`src/design/tnso_pkg.sv`:
```
// Shared types and opcode constants for the TCP NAT sequence offset tracker.
package tnso_pkg;

   // Item opcodes
   localparam logic OP_RESIZE = 1'b0;
   localparam logic OP_ADJUST = 1'b1;

   // One per-direction offset record
   typedef struct packed {
      logic [31:0] position;
      logic [31:0] prior;
      logic [31:0] later;
   } record_type;

   // Input item payload
   typedef struct packed {
      logic        opcode;
      logic [7:0]  conn_index;
      logic        direction;
      logic [31:0] seq_number;
      logic [31:0] ack_number;
      logic [15:0] old_checksum;
      logic [15:0] old_length;
      logic [15:0] new_length;
   } req_type;

   // Result item payload
   typedef struct packed {
      logic [31:0] new_seq;
      logic [31:0] new_ack;
      logic [15:0] new_checksum;
      logic        recorded;
   } rsp_type;

   // Controller to datapath commands
   typedef struct packed {
      logic accept;
      logic index;
      logic fetch;
      logic update;
      logic csum_a;
      logic csum_b;
      logic clear_step;
   } cmd_type;

   // Datapath to controller status
   typedef struct packed {
      logic clear_done;
   } status_type;

endpackage

```
`src/design/tnso_ctrl.sv`:
```
// Controller state machine: clearing pass, item sequencing and handshakes.
module tnso_ctrl (
   input  logic                 clock,
   input  logic                 reset,
   input  logic                 req_valid,
   output logic                 req_ready,
   output logic                 rsp_valid,
   input  logic                 rsp_ready,
   output tnso_pkg::cmd_type    cmd,
   input  tnso_pkg::status_type status
);
   import tnso_pkg::*;

   typedef enum logic [7:0] {
      ST_CLEAR  = 8'b0000_0001,
      ST_IDLE   = 8'b0000_0010,
      ST_INDEX  = 8'b0000_0100,
      ST_FETCH  = 8'b0000_1000,
      ST_UPDATE = 8'b0001_0000,
      ST_CSUM_A = 8'b0010_0000,
      ST_CSUM_B = 8'b0100_0000,
      ST_RESP   = 8'b1000_0000
   } state_type;

   state_type state_ff;
   state_type state_in;

   // Next state
   always_comb begin
      state_in = state_ff;
      unique case (state_ff)
         ST_CLEAR: begin
            if (status.clear_done) state_in = ST_IDLE;
         end
         ST_IDLE: begin
            if (req_valid) state_in = ST_INDEX;
         end
         ST_INDEX:  state_in = ST_FETCH;
         ST_FETCH:  state_in = ST_UPDATE;
         ST_UPDATE: state_in = ST_CSUM_A;
         ST_CSUM_A: state_in = ST_CSUM_B;
         ST_CSUM_B: state_in = ST_RESP;
         ST_RESP: begin
            if (rsp_ready) state_in = ST_IDLE;
         end
         default: state_in = ST_CLEAR;
      endcase
   end

   always_ff @(posedge clock) begin
      if (reset) begin
         state_ff <= ST_CLEAR;
      end else begin
         state_ff <= state_in;
      end
   end

   // Handshakes
   assign req_ready = (state_ff == ST_IDLE);
   assign rsp_valid = (state_ff == ST_RESP);

   // Datapath commands
   always_comb begin
      cmd            = '0;
      cmd.accept     = (state_ff == ST_IDLE) && req_valid;
      cmd.index      = (state_ff == ST_INDEX);
      cmd.fetch      = (state_ff == ST_FETCH);
      cmd.update     = (state_ff == ST_UPDATE);
      cmd.csum_a     = (state_ff == ST_CSUM_A);
      cmd.csum_b     = (state_ff == ST_CSUM_B);
      cmd.clear_step = (state_ff == ST_CLEAR);
   end

endmodule

```
`config.mk`:
```
export PLATFORM = sky130hd
export DESIGN_NAME = tnso_ctrl
export DESIGN_NICKNAME = d
export VERILOG_FILES = /design/src/design/tnso_pkg.sv /design/src/design/tnso_ctrl.sv
export SDC_FILE = /design/constraint.sdc
export NUM_CORES = 1
export LEC_CHECK = 0
export BUFFER_PORTS_ARGS = -buffer_cell sky130_fd_sc_hd__buf_2
export CORE_UTILIZATION = 39
export DETAILED_ROUTE_END_ITERATION = 10
export PLACE_DENSITY = 0.73
export SLEW_MARGIN = 10
export SYNTH_ARGS = -nofsm -noshare
export SYNTH_HDL_FRONTEND = slang
export SYNTH_SLANG_ARGS = --single-unit
```
`constraint.sdc`:
```
create_clock -name clock -period 3.2 [get_ports clock]
set_input_delay 0 -clock clock [delete_from_list [all_inputs] [get_ports clock]]
set_output_delay 0 -clock clock [all_outputs]
set_load 0.02 [all_outputs]
```
# --- Word level (Yosys, flattened, before mapping) ---
# Cells that the tools add are included.
word_totals:
  input_bits: 5
  elab_cells: 18
  reg_bits: 8
  out_inout_bits: 9
classes:
  n_reduce_logical: 2
  eq_ne: 11
  mux: 4
ops:
  columns: ["cell", "count"]
  rows:
  - ["one-hot mux 8 bit (8 select lines)", 1]
  - ["2-to-1 mux 8 bit", 3]
  - ["equality test 8 x 1 -> 1 bit, second input constant", 1]
  - ["equality test 8 x 2 -> 1 bit, second input constant", 1]
  - ["equality test 8 x 3 -> 1 bit, second input constant", 1]
  - ["equality test 8 x 4 -> 1 bit, second input constant", 1]
  - ["equality test 8 x 5 -> 1 bit, second input constant", 1]
  - ["equality test 8 x 6 -> 1 bit, second input constant", 1]
  - ["equality test 8 x 7 -> 1 bit, second input constant", 1]
  - ["equality test 8 bit, second input constant", 1]
  - ["inequality test 2 x 1 -> 1 bit, second input constant", 2]
  - ["AND reduction 3 bit", 1]
  - ["inequality test 2 bit, second input constant", 1]
  - ["logical AND 1 bit", 1]

# --- Logic depth before layout (Yosys ltp) ---
# Gate-level depths: netlist of the first run.
logic_depth:
  depth_word: 3
  ltp_mapped: 5
  depth_no_buf: 4

# --- Worst setup path before layout of the first run ---
# Ideal clock, no wire load.
synth_path:
  path_type: "flip-flop to output port"
  from: "register state_ff[2]"
  to: "output port cmd[6] (netlist bit)"
  path_slack_ns: 1.612
  path_stages_with_launch: 5
  n_path_buf: 0
  arrival_ns: 1.588
  required_time_ns: 3.200
  cell_sequence: "dfxtp_1 -> nor3_4 -> nand2_4 -> nor3_1 -> and2_1"
synth_lines:
  columns: ["element", "line", "rtl"]
  rows:
  - ["from (decl)", "tnso_ctrl.sv:25", "state_type state_ff;"]
  - ["from (signal assigned)", "tnso_ctrl.sv:54", "state_ff <= state_in;"]
  - ["to (decl)", "tnso_ctrl.sv:9", "output tnso_pkg::cmd_type cmd,"]

# --- Worst setup path after layout of the first run ---
layout_path:
  from: "register state_ff[7]"
  to: "register state_ff[2]"
layout_between:
  elab_chain_cells: 3
  elab_cells_between_ends: 13
  cone_classes: "eq/ne: 11; mux: 1; reduce/logical: 1"
layout_lines:
  columns: ["element", "line", "rtl"]
  rows:
  - ["equality test 8 x 1 -> 1 bit (tied with other cells)", "tnso_ctrl.sv:31", "unique case (state_ff)"]
  - ["inequality test 2 x 1 -> 1 bit (no source line) / inequality test 2 bit (equally long branches)", null, null]
  - ["AND reduction 3 bit (no source line)", null, null]
# Several ways; a longest one is shown, not always the timed one.
# A chain may end at the register's enable or synchronous reset.

==> results.txt, run 1 <==
- Post-route fraction of the period consumed by the critical path: 51.1%
- In the routed layout, each cell is associated on average with a via count of around 5.5.
- Once the floorplan was initialized, standard cells occupied 42.4% of the core.
* Mean cell area of the mapped netlist: 8.62 µm²
- Remaining antenna violation count: 0
- Clock Tree Buf Depth: 2
- The startpoint identified for the worst register-to-register timing path is state_ff[7].
- The number of nets in the synthesized netlist is 69.
- Measured in cells, the most critical reg-to-reg path has a length of 4.
- The floorplan has 13 rows.
- The multi-input combinational cells in the finished layout cover a total of 357 µm².
* Pin count of the biggest net entering global routing: 15
* Register cell area after layout: 160 µm²
* DRC violation count after routing: 0
* Die area: around 0.0016 mm²
- Count of flip-flops with a built-in enable after synthesis: 0
- The tool flagged a number of max-cap violations equal to 0.
- The number of antenna diodes in the final layout is 0.
* Area added between synthesis and finish: 16.1%
- Fin. max-slew vios: 0
- The detailed router finished its first iteration with 6 violations.
- Number of antenna violations at the first check in global routing: 0
- Clock period minus worst slack: 1.64 ns
- For the pin with the worst max-slew slack, the measured transition is 0.527 ns.
* Global route total overflow: 0
* Worst hold path stage count: 3
* Run status: complete, no violations
- Global routing used 16.5% of the available tracks across all layers.
* Number of fillers in the final layout: 142
- Async S/R FF share, synth: 0%
* CP Class: flip-flop to flip-flop
- Post-DR wirelength/cell: between 10 and 15 µm
* Number of global-route vias before repair: 399
* PwrDens: 434 mW/mm²
- Leakage: between 0.2 and 0.3 nW
- TritonCTS built the clock tree.
- The register with the most flip-flops in the layout has 8 of them.
- The largest registers in the layout are state_ff x8.
* Final layout net count: between 80 and 90
- Required time at the endpoint of the critical path: approximately 3.3 ns
- The number of setup buffers added after CTS is 0.
- 14 I/O pins were placed.
* Number of instances resized during post-cts repair: 0
* Die W: 39.6 µm
- CTS Buf Count: 3
* Clock Skew: 0.00301 ns
* First-pass GRT wire length: 1710 µm
- During placement, the flow inserted port buffers numbering 13.
* Gpl congestion: 0.764
- Data on the critical path arrives at its endpoint at 1.75 ns.
- Synthesized cell area: about 550 µm²
* Setup repair after global routing missed its margin: no
- Clock tree root buffer cell: sky130_fd_sc_hd__clkbuf_4
* Sequential share of the synthesized area: 29.0%
* Max-slew headroom at the worst pin: 64.4%
* RR Endpoint: state_ff[2]
* Endpoint with the worst hold slack: state_ff[0]
- Dpl hpwl: 817 µm
* Total Wirelength: 1100 µm
* Peak VDD IR: 0.230 mV
* Launching element type of the critical path: flip-flop
- CTS built an H-tree with a depth of 1.
* Synth Register Bits: 8
- Number of sinks on the clock net: 8
- In the synthesized netlist the dominant register cell turns out to be sky130_fd_sc_hd__dfxtp_1.
- The setup check on the worst reg-to-reg path leaves a slack of 1.56 ns.
- Final setup vio count: 0
* Yosys warns: 0
* Final hold vios: 0
- Measured along the y axis, the die boundary spans 39.6 µm.
- Biggest register: state_ff
- Setup total negative slack on the finished layout was measured at 0 ns.
* Synthesized netlist cell count: 64
* Clock transition at path regs: 0.05 ns
- Maximum net fanout on the critical path: 14
- Insertion delay to the later sink of the worst-skew pair: ~0.25 ns
- The worst hold path belongs to the class input pin to flip-flop.
- Based on the critical path, the design can be clocked at up to 0.612 GHz.
* Kind of capture point of the worst setup path: flip-flop
- The core region is 0.00130 mm².
- Before antenna repair, the detailed router went through 4 iterations.
- Share of layout cells above drive strength 1: 32.9%
* Count of unique library cells instantiated by Yosys: 34
- Power consumption: 0.278 mW
* HP Start: status
- Across all layers, the routed design uses 501 vias.
[stage by stage]
step           area, µm²  worst slack [ns]  hold slack [ns]  instances  utilization, %
4_1_cts              641              1.58            0.104         91            49.2
2_1_floorplan        552              1.61           0.0781         64               -
3_3_place_gp         608              1.58            0.253         87            46.7
3_5_place_dp         608              1.59            0.260         87            46.7
6_report             641              1.56            0.105         91            49.2
5_1_grt              641              1.40            0.159         91            49.2
[layout by cell type, fill, tap and decap left out]
| cell type | n |
|---|---|
| sky130_fd_sc_hd__and3_1 | 1 |
| sky130_fd_sc_hd__nor2_2 | 1 |
| sky130_fd_sc_hd__nor3_1 | 4 |
| sky130_fd_sc_hd__buf_2 | 13 |
| sky130_fd_sc_hd__dlygate4sd3_1 | 1 |
| sky130_fd_sc_hd__xor2_1 | 2 |
| sky130_fd_sc_hd__o21bai_1 | 1 |
| sky130_fd_sc_hd__o41a_1 | 1 |
| sky130_fd_sc_hd__nor4b_4 | 1 |
| sky130_fd_sc_hd__dfxtp_1 | 8 |
| sky130_fd_sc_hd__o221a_2 | 1 |
| sky130_fd_sc_hd__a2111o_1 | 1 |
| sky130_fd_sc_hd__or2_2 | 1 |
| sky130_fd_sc_hd__a21boi_1 | 1 |
| sky130_fd_sc_hd__nor3_2 | 1 |
| sky130_fd_sc_hd__o21ai_0 | 2 |
| sky130_fd_sc_hd__nor3b_1 | 4 |
| sky130_fd_sc_hd__o211ai_1 | 1 |
| sky130_fd_sc_hd__nand2_4 | 1 |
| sky130_fd_sc_hd__a22oi_1 | 1 |
| sky130_fd_sc_hd__o22ai_1 | 1 |
| sky130_fd_sc_hd__and3_2 | 1 |
| sky130_fd_sc_hd__clkbuf_4 | 3 |
| sky130_fd_sc_hd__nor2_1 | 6 |
| sky130_fd_sc_hd__and2_1 | 1 |
| sky130_fd_sc_hd__nand2_2 | 1 |
| sky130_fd_sc_hd__nand2_1 | 3 |
| sky130_fd_sc_hd__nor4b_1 | 3 |
| sky130_fd_sc_hd__nor3_4 | 1 |
| sky130_fd_sc_hd__nand2b_1 | 2 |
| sky130_fd_sc_hd__inv_1 | 2 |
| sky130_fd_sc_hd__nor4_1 | 3 |
| sky130_fd_sc_hd__a211oi_1 | 1 |
| sky130_fd_sc_hd__mux2i_1 | 1 |
[power breakdown]
group / total (mW) / internal, mW / switching [mW]
Combinational: 0.0815 / 0.0346 / 0.0469
Clock: 0.0768 / 0.0429 / 0.0339
Sequential: 0.120 / 0.106 / 0.0137
Total: 0.278 / 0.184 / 0.0945
[worst max-delay path, cell delays in order (launching register included)]
cell and delay (ns):
sky130_fd_sc_hd__dfxtp_1 0.56, sky130_fd_sc_hd__nor4b_1 0.50, sky130_fd_sc_hd__nor2_1 0.07, sky130_fd_sc_hd__a22oi_1 0.27, sky130_fd_sc_hd__nor4_1 0.09
[cell type report]
cell class	count	area share, %
tap	15	2.93
sequential	8	25.0
timing repair buffer	14	11.7
clock buffer	3	3.52
inverter	2	1.17
multi-input combinational	49	55.7
[worst max-delay path by stage]
stage,from,endpoint,depth (start not counted)
after floorplan,state_ff[2],cmd[6],4
after global placement,state_ff[7],state_ff[2],4
after detailed placement,state_ff[7],state_ff[2],4
after CTS,state_ff[7],state_ff[2],4
after global routing,state_ff[7],state_ff[2],4
final,state_ff[7],state_ff[2],4
[routing by layer]
layer  track usage [%]  share of wire, %  up-vias
met3              3.41               5.4        2
li1                  -                 -      263
met5                 0                 0        -
met1              21.6                50      220
met2              25.4                43       16
met4              7.76               1.4        0
[logic make-up (layout without fill, tap and decap cells)]
kind of cell / Yosys count / after routing / share of synthesized area (%)
buffers and inverters: 7 / 19 / 6.35
AOI/OAI and AO/OA: 11 / 11 / 15.9
muxes: 1 / 1 / 1.81
DFF: 8 / 8 / 29.0
xor gates and xnor gates: 2 / 2 / 3.18
and+or+nand+nor: 35 / 35 / 43.8
[cells in the mapped netlist, types with 2 or more instances]
cell type | count | area share [%]
sky130_fd_sc_hd__buf_2 | 3 | 2.7
sky130_fd_sc_hd__dfxtp_1 | 8 | 29
sky130_fd_sc_hd__inv_1 | 2 | 1.4
sky130_fd_sc_hd__nand2_1 | 3 | 2.0
sky130_fd_sc_hd__nand2b_1 | 2 | 2.3
sky130_fd_sc_hd__nor2_1 | 6 | 4.1
sky130_fd_sc_hd__nor3_1 | 4 | 3.6
sky130_fd_sc_hd__nor3b_1 | 4 | 5.4
sky130_fd_sc_hd__nor4_1 | 3 | 3.4
sky130_fd_sc_hd__nor4b_1 | 3 | 4.8
sky130_fd_sc_hd__o21ai_0 | 2 | 1.8
sky130_fd_sc_hd__xor2_1 | 2 | 3.2
[repair_timing]
| item | 4_1_cts | 5_1_grt |
|---|---|---|
| setup endpoints to repair | 0 | 0 |
| endpoints found under the hold margin | 2 | 0 |
| hold buffers | 1 | 0 |
Note: power is estimated with default switching activity, not from simulation.
==> run 2: changes to the inputs <==
ABC_AREA = 1   (was not set)
CORE_AREA = 2 2 39 41   (was not set)
CORE_UTILIZATION = not set   (was 39)
DIE_AREA = 0 0 41 43   (was not set)
clock period = 1.32 ns   (was 3.2 ns; I/O delays follow)
==> run 2 against run 1 <==
Effect of this change: non-clock buffer count down 1; critical path depth up 2; count of clock-buffer cells in the layout unchanged; hold slack worse by 0.073 ns.
==> results.txt, run 2 <==
- Run status: complete, no violations (unchanged).
- Top Registers: state_ff x8 (unchanged).
- The net count after synthesis was 85 (was 69).
- Series of cell instances along the critical path: inv_1 > nand2_1 > nor2_4 > nand3_1 > inv_1 > buf_2 (was nor4b_1 > nor2_1 > a22oi_1 > nor4_1).
* Mean cell area of the mapped netlist: 6.15 µm² (was 8.62 µm²)
- The detailed-route wire length is 1120 µm (was 1100 µm).
- Synth Register Bits: 8 (unchanged)
* Largest register FFs: 8 (unchanged)
- Power consumption: 0.654 mW (was 0.278 mW)
* Postcts setup bufs: 0 (unchanged)
- Clock tree root buffer cell: sky130_fd_sc_hd__clkbuf_4 (unchanged)
- The CTS tree was done (unchanged).
* Design area: 637 µm² (was 641 µm²)
- Most common library cells after synthesis: sky130_fd_sc_hd__nor2_1 (17), sky130_fd_sc_hd__inv_1 (16), sky130_fd_sc_hd__nand2_1 (14) (was sky130_fd_sc_hd__dfxtp_1 (8), sky130_fd_sc_hd__nor2_1 (6), sky130_fd_sc_hd__nor3_1 (4), sky130_fd_sc_hd__nor3b_1 (4)).
- Static timing analysis puts the maximum clock frequency at 0.791 GHz.
- The TritonCTS sink count came to 8 (unchanged).
- The vias per cell was 4.65 (was 5.51).
- Number of antenna violations at the first check in global routing: 0 (unchanged)
* Area added between synthesis and finish: 29.5% (was 16.1%)
* Dpl hpwl: 849 µm (was 817 µm)
- The worst setup slack after placement came to 0.162 ns (was 1.59 ns).
* Launching element type of the critical path: flip-flop (unchanged)
* Count of vias placed by the detailed router: 511 (was 501)
* Post-DR wirelength/cell: 10.2 µm (was 12.1 µm)
* PwrDens: 1030 mW/mm² (was 434 mW/mm²)
- Critical-path top delay cell: sky130_fd_sc_hd__dfxtp_1 (unchanged)
* Final layout net count: 101 (was 83)
* Number of search-and-repair iterations in the first detailed-routing pass: 4 (unchanged)
* CP Class: flip-flop to output pin (was flip-flop to flip-flop)
- The setup slack after layout is 0.0559 ns (was 1.56 ns).
- Async S/R FF share, synth: 0% (unchanged)
* Fin. max-slew vios: 0 (unchanged)
- Number of fillers in the final layout: 160 (was 142)
* Yosys top cell by area: sky130_fd_sc_hd__dfxtp_1 (unchanged)
* Internal: 0.432 mW (was 0.184 mW)
- Total cell area at the placement stage: 566 µm² (was 608 µm²)
- Diodes inserted: 0 (unchanged)
- The x dimension of the die was 41 µm (was 39.6 µm).
* Max-slew headroom at the worst pin: 86.4% (was 64.4%)
- The total overflow reported by the global router came to 0 (unchanged).
* Worst hold-check path type: input pin to flip-flop (unchanged)
- Clock period minus worst slack: roughly 1.3 ns
* Maximum net fanout on the critical path: 5 (was 14)
- Kind of capture point of the worst setup path: output pin (was flip-flop)
* Biggest register: state_ff (unchanged)
- Clock Tree Buf Depth: 2 (unchanged)
- Max incr delay on CP: 0.34 ns (was 0.56 ns)
- Number of maximum-capacitance violations: 0 (unchanged)
* Die area: 0.00176 mm² (was 0.00157 mm²)
* Count of unique library cells instantiated by Yosys: 17 (was 34)
* Row count: 14 (was 13)
* Number of global-route vias before repair: 477 (was 399)
- Commonest cells after routing, fill and taps aside: sky130_fd_sc_hd__inv_1 (16), sky130_fd_sc_hd__nor2_1 (15), sky130_fd_sc_hd__nand2_1 (13) (was sky130_fd_sc_hd__buf_2 (13), sky130_fd_sc_hd__dfxtp_1 (8), sky130_fd_sc_hd__nor2_1 (6))
- Yosys warns: 0 (unchanged)
- Leading cell type in the layout, fill and taps excluded: sky130_fd_sc_hd__inv_1 (was sky130_fd_sc_hd__buf_2)
- The post-detailed-route count of antenna-violating nets came to 0 (unchanged).
- Setup repair after global routing missed its margin: yes (was no)
- Worst setup slack for register-to-register paths: 0.21 ns (was 1.56 ns)
- Peak VDD IR: 0.557 mV (was 0.230 mV)
* Required time at the endpoint of the critical path: 1.32 ns (was 3.32 ns)
* Most common cell type on the critical path: sky130_fd_sc_hd__inv_1
* Htree depth: 1 (unchanged)
- Die boundary height: 43 µm (was 39.6 µm)
- The power share of the sequential group came to 41.7% (was 43.1%).
- The last weighted congestion value of the routability-driven placer came to 0.910 (was 0.764).
- Count of flip-flops with a built-in enable after synthesis: 0 (unchanged)
- Utilization after layout: 46.0% (was 49.2%)
- The net switching power was 0.221 mW (was 0.0945 mW).
- Ranking of synthesized cells by area: sky130_fd_sc_hd__dfxtp_1 (33%), sky130_fd_sc_hd__nor2_1 (13%), sky130_fd_sc_hd__inv_1 (12%) (was sky130_fd_sc_hd__dfxtp_1 (29%), sky130_fd_sc_hd__nor3b_1 (5.4%), sky130_fd_sc_hd__nor4b_1 (4.8%)).
* Final hold vios: 0 (unchanged)
* Predominant post-synthesis flop cell: sky130_fd_sc_hd__dfxtp_1 (unchanged)
- The fraction of final layout cells sized beyond drive strength 1 is 35.1% (was 32.9%).
- Fraction of power consumed by combinational cells: 28.7% (was 29.3%)
- The worst clock skew on the final layout came to 0.00318 ns (was 0.00301 ns).
- CTS Buf Count: 3 (unchanged)
- The starting density of the core came to 35.5% (was 42.4%).
* Pin count of the biggest net entering global routing: 9 (was 15)
- DRC violation count after routing: 0 (unchanged)
* Inst Count DP: 107 (was 87)
- The fraction of power spent switching nets is 33.9% (was 34.0%).
- First-pass GRT wire length: 1950 µm (was 1710 µm)
* Data arrival, critical path: 1.26 ns (was 1.75 ns)
* Insertion delay to the later sink of the worst-skew pair: 0.26 ns (was 0.25 ns)
* Transition time of the tightest slew-check pin: 0.203 ns (was 0.527 ns)
- The area of the core was 0.00138 mm² (was 0.00130 mm²).
- The post-layout instance count excluding filler cells is 110 (was 91).
* Number of design-rule violations left by the first detailed-router iteration: 15 (was 6)
- Count of input and output buffers: 13 (unchanged)
- Final setup vio count: 0 (unchanged)
* Area share of the largest cell type after synthesis: 32.6% (was 29.0%)
- The proportion of synthesized chip area in sequential cells was 32.6% (was 29.0%).
- The cell area after technology mapping came to 492 µm² (was 552 µm²).
- Leakage: 0.400 nW (was 0.272 nW)
- Clock network power share: 29.6% (was 27.6%)
- The total global routing track utilization is 16.4% (was 16.5%).
- The clock transition time at the flip-flop clock pins of the worst setup and hold paths was 0.06 ns (was 0.05 ns).
* Number of top-level pins: 14 (unchanged)
- The most used standard cell by instance count after synthesis is sky130_fd_sc_hd__nor2_1 (was sky130_fd_sc_hd__dfxtp_1).
- The number of instances in the synthesized netlist came to 80 (was 64).
- Of the available clock period, the critical path in the final layout requires 95.8%.
## run 2: repair_timing
action,in CTS,in global routing
pin swaps,0,2
endpoints found under the setup margin,2,8
gates resized for setup,1,14
hold buffers,0,0
## run 2: layout make-up
class                   count  area, µm²  share of cell area, %
well taps                  16       20.0                   3.14
inverters                  20       75.1                   11.8
clock buffers               3       22.5                   3.54
multi-input cells          50        278                   43.6
flip-flops and latches      8        161                   25.3
repair buffers             13       80.1                   12.6
## run 2: logic make-up after synthesis
kind of cell	synth area share [%]
AO/OA/AOI/OAI	2.04
buffers and inverters	17.6
AND/OR/NAND/NOR	47.8
flip-flops	32.6
## run 2: per-layer routing
layer / global-route usage, % / vias to the layer above / share of wire [%]
met3: 1.57 / 3 / 2.9
met4: 12.0 / 0 / 2.2
met5: 0 / - / 0
met2: 24.4 / 11 / 52
li1: - / 268 / -
met1: 20.8 / 229 / 43
## run 2: worst max-delay path, delay by kind of cell (launching register included)
family,cells,cell delay [ns]
DFF,1,0.34
buffers and inverters,3,0.28
and+or+nand+nor,3,0.38
## run 2: through the flow
step	hold slack [ns]	TNS, ns
floorplan	0.163	0
finish	0.0313	0
detailed placement	0.301	0
CTS	0.0228	0
global placement	0.299	0
global route	0.0468	-0.0762
## run 2: power by group through the flow
stage | registers (mW) | clock network [mW] | logic, mW
2_1_floorplan | 0.270 | 0 | 0.135
3_3_place_gp | 0.271 | 0 | 0.169
3_5_place_dp | 0.272 | 0 | 0.172
4_1_cts | 0.271 | 0.202 | 0.175
5_1_grt | 0.274 | 0.213 | 0.205
6_report | 0.273 | 0.194 | 0.187
## run 2: path summary, 6_finish.rpt
path / start / to / cells after the start
worst min-delay path: reset / state_ff[1] / 2
worst max-delay path: state_ff[7] / cmd[4] / 6
worst max register to register: state_ff[1] / state_ff[0] / 8
worst min register to register: state_ff[5] / state_ff[5] / 3
==> run 3: changes to the inputs <==
ABC_AREA = not set   (was 1)
CORE_AREA = not set   (was 2 2 39 41)
CORE_UTILIZATION = 39   (was not set)
DIE_AREA = not set   (was 0 0 41 43)
PLACE_DENSITY = 0.75   (was 0.73)
==> run 3 against run 2 <==
Effect of this change: the run now ends with setup timing left; wire length is 59% higher; cell area is 62% higher; combinational power grew 120%; via count up 28%; global-route usage increased by 6.2 points; clock skew is 0.012 ns higher; hold slack gained 0.070 ns; clock power is essentially flat; register-to-register slack lost 0.33 ns; setup slack worse by 0.25 ns.
==> results.txt, run 3 (synthesis results as in run 1) <==
- Final setup vio count: 14 (was 0)
- Insertion delay to the later sink of the worst-skew pair: 0.27 ns (was 0.26 ns)
* Post-DR wirelength/cell: 14.8 µm (was 10.2 µm)
- The total overflow reported by the global router came to 0 (unchanged).
* Diodes inserted: 0 (unchanged)
- The worst reg2reg path endpoint was state_ff[2] (was state_ff[0]).
- The depth of the worst register-to-register path was 6 (was 8).
- The hold path startpoint was status (was reset).
* Flop pwr share: 32.6% (was 41.7%)
- The minimum period implied by the final worst setup slack came to 1.51 ns (was 1.26 ns).
- The type of the worst setup path is flip-flop to output pin (unchanged).
- Share of layout cells above drive strength 1: 67.6% (was 35.1%)
* Accumulated negative setup slack: -1.58 ns (was 0 ns)
* Total cell area at the placement stage: 744 µm² (was 566 µm²)
* Number of top-level pins: 14 (unchanged)
- Worst reg2reg startpoint: state_ff[1] (unchanged)
* Area added between synthesis and finish: 86.8% (was 29.5%)
- The die area is 0.00157 mm² (was 0.00176 mm²).
- The maximum count of clock buffers along a single path was 2 (unchanged).
- Violations in the final reports: setup timing
* Met1 wire length: 737 µm (was 484 µm)
- The final-layout fill cell count was 91 (was 160).
- The starting density of the core came to 42.4% (was 35.5%).
* Pin count of the biggest net entering global routing: 9 (unchanged)
* Overall Global Routing Usage: 22.6% (was 16.4%)
* Clock tree from TritonCTS: done (unchanged)
* Die W: 39.6 µm (was 41 µm)
- The final instance area was 0.00103 mm² (was 637 µm²).
- Fraction of power consumed by combinational cells: 45.9% (was 28.7%)
- The worst IR drop on VDD was 0.623 mV (was 0.557 mV).
- Row count: 13 (was 14)
* Dpl hpwl: 1040 µm (was 849 µm)
- The setup slack after layout came to -0.194 ns (was 0.0559 ns).
- The last weighted congestion value of the routability-driven placer was 0.784 (was 0.910).
* PwrDens: 877 mW/mm² (was 1030 mW/mm²)
* Remaining antenna violation count: 0 (unchanged)
* DRC violation count after routing: 0 (unchanged)
* Total Wirelength: 1780 µm (was 1120 µm)
- Maximum clock frequency: 0.661 GHz (was 0.791 GHz)
- Htree depth: 1 (unchanged)
- Transition time of the tightest slew-check pin: 0.291 ns (was 0.203 ns)
- The number of buffers inserted during clock tree synthesis came to 3 (unchanged).
* Number of maximum-capacitance violations: 0 (unchanged)
* Highest signal layer in the routed design: met4 (unchanged)
- The data arrival at the endpoint of the critical path was 1.51 ns (was 1.26 ns).
* Final hold vios: 0 (unchanged)
- Die boundary height: 39.6 µm (was 43 µm)
- Final layout net count: 112 (was 101)
- Kind of capture point of the worst setup path: output pin (unchanged)
- Top Registers: state_ff x8 (unchanged).
* Proportion of total power due to net switching: 35.2% (was 33.9%)
- Post-route fraction of the period consumed by the critical path: 115% (was 95.8%)
- The worst clock skew on the final layout came to 0.0148 ns (was 0.00318 ns).
- Biggest register: state_ff (unchanged)
- Number of sinks on the clock net: 8 (unchanged)
- Launching element type of the critical path: flip-flop (unchanged)
* Maximum net fanout on the critical path: 4 (was 5)
- Endpoint with the worst hold slack: state_ff[0] (was state_ff[1])
* Run status: finished with violations (was complete, no violations)
- The clock root buffer is sky130_fd_sc_hd__clkbuf_4 (unchanged).
- Routed met3 length: 54 µm (was 32 µm)
- Commonest cells after routing, fill and taps aside: sky130_fd_sc_hd__buf_4 (29), sky130_fd_sc_hd__buf_6 (8), sky130_fd_sc_hd__nor2_1 (5), sky130_fd_sc_hd__buf_2 (5), sky130_fd_sc_hd__dfxtp_2 (4) (was sky130_fd_sc_hd__inv_1 (16), sky130_fd_sc_hd__nor2_1 (15), sky130_fd_sc_hd__nand2_1 (13)).
* Power consumption: 0.905 mW (was 0.654 mW)
- Leakage: 0.448 nW (was 0.400 nW)
- Largest register FFs: 8 (unchanged)
- The total of buffers placed on input and output ports was 13 (unchanged).
* Fin. max-slew vios: 0 (unchanged)
- Setup repair after global routing missed its margin: yes (unchanged)
* Net switching power: 0.318 mW (was 0.221 mW)
- The vias per cell was 5.45 (was 4.65).
- The initial antenna violation count was 0 (unchanged).
* First-pass GRT wire length: 2280 µm (was 1950 µm)
* Worst hold-check path type: input pin to flip-flop (unchanged)
* Internal: 0.586 mW (was 0.432 mW)
* Leading cell type in the layout, fill and taps excluded: sky130_fd_sc_hd__buf_4 (was sky130_fd_sc_hd__inv_1)
- The clock transition time at the flip-flop clock pins of the worst setup and hold paths is 0.06 ns (about the same).
- The number of cells on the worst hold path is 3 (was 2).
- The clock network fraction of total power is 21.5% (was 29.6%).
- Core area: 0.00130 mm² (was 0.00138 mm²)
- Required time at the endpoint of the critical path: 1.32 ns (about the same)
- Worst setup slack for register-to-register paths: -0.12 ns (was 0.21 ns)
* Number of global-route vias before repair: 557 (was 477)
- Max-slew headroom at the worst pin: 80.4% (was 86.4%)
* Count of vias placed by the detailed router: 654 (was 511)
- Number of design-rule violations left by the first detailed-router iteration: 8 (was 15)
- The met2 wire length is 907 µm (was 579 µm).
* Number of search-and-repair iterations in the first detailed-routing pass: 4 (unchanged)
-- run 3: layer usage --
metal	up-vias	track usage [%]
met5	-	0
met4	0	12.9
met3	9	5.11
met2	19	41.8
met1	309	22.5
li1	317	-
-- run 3: timing repair --
action / CTS / global route
hold buffers: 1 / 0
setup endpoints to repair: 11 / 14
setup buffers: 8 / 7
pin swaps: 12 / 14
endpoints found under the hold margin: 3 / 0
gates resized for setup: 20 / 15
-- run 3: final cells by class --
cell class | count | area (µm²) | area share (%)
multi-input combinational | 49 | 470 | 45.6
timing repair buffer | 43 | 343 | 33.3
sequential | 8 | 169 | 16.4
clock buffer | 3 | 22.5 | 2.18
tap | 15 | 18.8 | 1.82
inverter | 2 | 7.51 | 0.728
-- run 3: power groups by stage --
stage | Combinational [mW] | Clock, mW | Sequential, mW
5_1_grt | 0.443 | 0.208 | 0.297
6_report | 0.415 | 0.195 | 0.295
3_5_place_dp | 0.257 | 0 | 0.294
4_1_cts | 0.360 | 0.192 | 0.291
2_1_floorplan | 0.188 | 0 | 0.283
3_3_place_gp | 0.247 | 0 | 0.293
-- run 3: worst max-delay path: stages, from the launching register on --
cell,delay (ns)
sky130_fd_sc_hd__dfxtp_2,0.32
sky130_fd_sc_hd__buf_6,0.12
sky130_fd_sc_hd__nor3_4,0.22
sky130_fd_sc_hd__nand2_4,0.10
sky130_fd_sc_hd__nor4b_4,0.29
sky130_fd_sc_hd__buf_4,0.19
-- run 3: per-stage QoR --
step                      instances  setup WS (ns)  hold slack, ns  utilization [%]
after global placement          101       -0.00470           0.238             57.2
after CTS                       113         -0.206          0.0931             70.2
final                           120         -0.194           0.102             79.2
after floorplan                  64        -0.0363          0.0705                -
after detailed placement        101        -0.0136           0.261             57.2
after global routing            120         -0.264           0.127             79.2
-- run 3: worst max path at each step --
stage	start	endpoint	slack (ns)	cells after the start
final	state_ff[7]	cmd[1]	-0.19	5
after global routing	state_ff[7]	cmd[1]	-0.26	5
after floorplan	state_ff[5]	state_ff[7]	-0.04	5
after global placement	state_ff[1]	state_ff[7]	-0.005	5
after CTS	state_ff[1]	cmd[1]	-0.21	5
after detailed placement	state_ff[1]	state_ff[7]	-0.01	5
